[config.mk]
export PLATFORM = sky130hd
export DESIGN_NAME = psplat_div
export DESIGN_NICKNAME = d
export VERILOG_FILES = /design/src/psplat_pkg.sv /design/src/psplat_div.sv
export SDC_FILE = /design/constraint.sdc
export NUM_CORES = 1
export LEC_CHECK = 0
export BUFFER_PORTS_ARGS = -buffer_cell sky130_fd_sc_hd__buf_4
export CAP_MARGIN = 20
export CORE_MARGIN = 3
export CORE_UTILIZATION = 50
export CTS_BUF_LIST = sky130_fd_sc_hd__clkbuf_8
export DETAILED_ROUTE_END_ITERATION = 6
export PLACE_DENSITY = 0.72
export SYNTH_ARGS = -nofsm -noshare
export SYNTH_HDL_FRONTEND = slang
export SYNTH_SLANG_ARGS = --single-unit
[constraint.sdc]
create_clock -name clk -period 7 [get_ports clk]
set_input_delay 1.4 -clock clk [delete_from_list [all_inputs] [get_ports clk]]
set_output_delay 1.4 -clock clk [all_outputs]
set_load 0.1 [all_outputs]
[src/psplat_pkg.sv]
// Shared constants and types for the photon point splat block.
`default_nettype none
package psplat_pkg;
  localparam int MAX_WIDTH  = 256;
  localparam int MAX_HEIGHT = 256;
  localparam int XW = $clog2(MAX_WIDTH);
  localparam int YW = $clog2(MAX_HEIGHT);
  localparam int AW = XW + YW;
  localparam int SUM_W = 24;
  localparam int H_W   = 50;
  localparam int NUM_W = 62;
  localparam int DEN_W = H_W + 1;
  localparam int QW    = 9;

  localparam logic [2:0] REG_ROW0   = 3'd0;
  localparam logic [2:0] REG_ROW1   = 3'd1;
  localparam logic [2:0] REG_ROW2   = 3'd2;
  localparam logic [2:0] REG_ROW3   = 3'd3;
  localparam logic [2:0] REG_WIDTH  = 3'd4;
  localparam logic [2:0] REG_HEIGHT = 3'd5;
  localparam logic [2:0] REG_SCALE  = 3'd6;

  typedef struct packed {
    logic          neg;
    logic          ovf;
    logic [QW-1:0] q;
  } div_res_t;
endpackage
`default_nettype wire

[src/psplat_div.sv]
// Iterative restoring divider for the pixel coordinate, one quotient bit a cycle.
`default_nettype none
module psplat_div
  import psplat_pkg::*;
(
  input  wire logic                    clk,
  input  wire logic                    rst,
  input  wire logic                    start,
  input  wire logic signed [NUM_W-1:0] num,
  input  wire logic signed [DEN_W-1:0] den,
  output logic                         done,
  output div_res_t                     res
);
  logic [NUM_W-1:0] an;
  logic [DEN_W-1:0] dn;
  logic [NUM_W-1:0] rem;
  logic [NUM_W-1:0] dsh;
  logic [3:0]       cnt;
  logic             busy;

  assign an = num[NUM_W-1] ? NUM_W'(-num) : NUM_W'(num);
  assign dn = den[DEN_W-1] ? DEN_W'(-den) : DEN_W'(den);

  always_ff @(posedge clk) begin
    if (rst) begin
      busy <= 1'b0;
      done <= 1'b0;
      cnt  <= '0;
    end else begin
      done <= 1'b0;
      if (start) begin
        busy <= 1'b1;
        cnt  <= 4'(QW);
      end else if (busy) begin
        cnt <= cnt - 4'd1;
        if (cnt == 4'd1) begin
          busy <= 1'b0;
          done <= 1'b1;
        end
      end
    end
  end

  always_ff @(posedge clk) begin
    if (start) begin
      rem     <= an;
      dsh     <= NUM_W'({dn, 8'b0});
      res.ovf <= an >= NUM_W'({dn, 9'b0});
      res.neg <= num[NUM_W-1] ^ den[DEN_W-1];
      res.q   <= '0;
    end else if (busy) begin
      if (rem >= dsh) begin
        rem   <= rem - dsh;
        res.q <= {res.q[QW-2:0], 1'b1};
      end else begin
        res.q <= {res.q[QW-2:0], 1'b0};
      end
      dsh <= dsh >> 1;
    end
  end
endmodule
`default_nettype wire

==> results.py <==
metrics = {
    "synth": {
        "synth_seq_area_share_pct": 30.6,
        "synth.distinct_cells": 70,
        "syn-num-nets": 1751,
        "synth-warning-count": 0,
        "synth-main-ff-cell": "edfxtp_1",
        "netlist_instances": 1519,
        "syn-cell-area_um2": 12800,
        "postSynthAreaPerCell_um2": 8.41,
        "ys_ff_latch": 138,
        "synth_edf_count": 115,
        "async_reset_ff_share_pct": 0,
    },
    "global_route": {
        "grt_pass1_vias": 11400,
        "grt-ovfl-total": 0,
        "grt_max_degree": 99,
        "grtUsageMet2_pct": 43.5,
        "busiest_layer": "met2",
        "grt_pass1_wl_mm": 62.1,
        "grtUsageTotal_pct": 27.9,
        "use_met3_pct": 5.07,
        "antenna_found_initial": 0,
        "use_met1_pct": 39.6,
    },
    "clocking": {
        "hold_buffers": 0,
        "clock_path_buffers": 2,
        "clkTransAtPathRegs_ps": 90,
        "insertion_delay_ps": 490,
        "root_buffer": "clkbuf_8",
        "postCtsSetupRepairBufs": 0,
        "cts_tree": "yes",
        "htreeDepth": 4,
        "cts_buffers": 17,
        "cts_sinks": 138,
        "ctsResizeCount": 0,
    },
    "floorplan": {
        "fp.dieW_um": 166,
        "die_area_um2": 27500,
        "die_y_um": 166,
        "start_util_pct": 51.6,
        "core_area_um2": 24700,
        "pin_count": 128,
        "rows": 57,
    },
    "detailed_routing": {
        "dr_total_vias": 12000,
        "first_iter_violations": 1148,
        "vias_per_cell": 6.14,
        "wl_per_cell_um": 20.3,
        "routed_wl_mm": 39.6,
        "dr.pass1.iters": 6,
        "postRouteAntennaNets": 0,
        "drc": 0,
    },
    "placement": {
        "dp_slack_ps": 455,
        "postPlaceCellArea_um2": 14000,
        "globalplace.congestion": 0.974,
        "hpwl_mm": 30.6,
        "portBuffers": 127,
    },
    "timing": {
        "hold_viol_final": 0,
        "finalSetupViolCount": 0,
        "maxSlewViolCount": 0,
        "worstMarginPinSlew_ps": 934,
        "period_share_pct": 87.8,
        "fmax_mhz": 163,
        "period_needed_ps": 6150,
        "rsz0062_at_grt": "false",
        "fin_skew_ps": 15.7,
        "slew-limit-headroom_pct": 37.8,
        "tns_ps": 0,
        "worst_slack_ps": 851,
    },
    "critical_path": {
        "end_kind": "flip-flop",
        "critPathLaunchType": "input port",
        "reg2reg_depth": 14,
        "r2r_start": "rem[0]",
        "cp.arrival_ps": 6460,
        "rrSetupSlack_ps": 1840,
        "criticalPathCategory": "in -> reg",
        "critPathRequiredTime_ps": 7310,
        "rr_endpoint": "rem[32]",
        "path_max_fanout": 6,
    },
    "pwr": {
        "leakage_uw": 0.00593,
        "finalPower_uw": 4070,
        "p_per_area_nw_per_um2": 283,
        "vdd_drop_max_mv": 0.136,
    },
    "worst_hold_path": {
        "whs_path_depth": 2,
        "hold_class": "reg -> reg",
        "hold_path_end": "res[8]",
        "min_from": "res[8]",
    },
    "finish": {
        "area_delta_synth_final_pct": 12.6,
        "fin_util_pct": 58.1,
        "layout_commonest_cell": "o21ai_0",
        "layout_common_cells": "143 x o21ai_0, 139 x buf_4, 136 x nand2_1",
        "antenna_cells": 0,
        "drive_gt1_share_pct": 12.6,
        "finalNetCount": 1847,
        "design_area_um2": 14400,
    },
    "status": {
        "outcome": "completed",
    },
    "job": {
        "cap_violations": 0,
    },
}
-- worst max-delay path by stage --
stage,startpoint,endpoint,cells after the start
floorplan,num[16],res[9],19
global placement,num[16],res[9],19
detailed placement,num[16],res[9],19
CTS,num[16],res[9],19
global route,num[16],res[9],19
finish,num[16],res[9],19
-- area by class of cell --
cell class | instances | area [um^2]
Multi-Input combinational cell | 1229 | 8300
Fill cell | 2278 | 10400
Clock inverter | 15 | 153
Timing Repair Buffer | 139 | 1040
Clock buffer | 17 | 234
Sequential cell | 138 | 3920
Tap cell | 324 | 405
Inverter | 90 | 340
-- sequential cells by signal, indices dropped and copies added (netlist names) --
register and count:
dsh 59, done 1, cnt 4, rem 62, busy 1, res 11
-- cells in the mapped netlist, types with 4 or more instances --
cell type	n	area, um^2
o21ai_0	144	721
nand2_1	137	514
a21oi_1	122	611
edfxtp_1	115	3450
ha_1	115	1440
nor2_1	114	428
xor2_1	91	797
inv_1	89	334
xnor2_1	74	648
nand3_1	58	290
clkbuf_1	54	203
a21o_1	50	375
o31ai_1	33	248
nand4_1	31	194
dfxtp_1	23	460
nor3_1	20	100
mux2i_1	19	190
o21bai_1	18	135
nor2b_1	16	100
o41ai_1	16	140
or3_1	16	100
nand2b_1	15	93.8
nor4_1	14	87.6
or4_1	10	75.1
a211oi_1	8	60.1
o21ai_1	8	40.0
or2_2	8	50.1
a31oi_1	7	43.8
and3_1	7	43.8
o21a_1	7	52.6
o31ai_2	7	87.6
buf_1	6	22.5
o31a_1	5	43.8
a2111oi_0	4	35.0
a21boi_0	4	30.0
o211ai_1	4	30.0
-- per-stage QoR --
step                      instances  hold slack [ps]
after floorplan                1519              465
after global placement         1920              481
after detailed placement       1920              491
after CTS                      1952              515
after global routing           1952              561
final                          1952              513
-- logic make-up (layout without fill, tap and decap cells) --
group	count (synthesis)	in the layout	share of synthesized area (%)
compound gates	464	464	22.8
simple gates	464	464	17.7
xor+xnor	165	165	11.3
buf+inv	152	261	4.53
flops	138	138	30.6
fa+ha+maj	116	116	11.4
mux	20	20	1.58
-- routing by layer --
metal	part of all wire [%]	up-vias
li1	-	5753
met1	46	5661
met2	44	492
met3	7.0	73
met4	2.6	0
met5	0	-
-- power breakdown --
group	switching, uW	internal [uW]
Combinational	1350	862
Sequential	65.2	1110
Clock	417	265
-- worst max-delay path: stages --
cell and delay (ps):
buf_4 120, or4_4 540, or3_4 390, or4_4 460, or3_1 520, nor3_2 230, nand4_2 260, o31ai_2 290
xnor2_1 130, ha_1 310, nand2_1 70, or3_1 380, nor2_1 220, nand3_1 160, nor4_1 260, a311o_1 220
a21oi_1 60, or3_1 330, o2111ai_1 110
(Power assumes the default switching activity.)
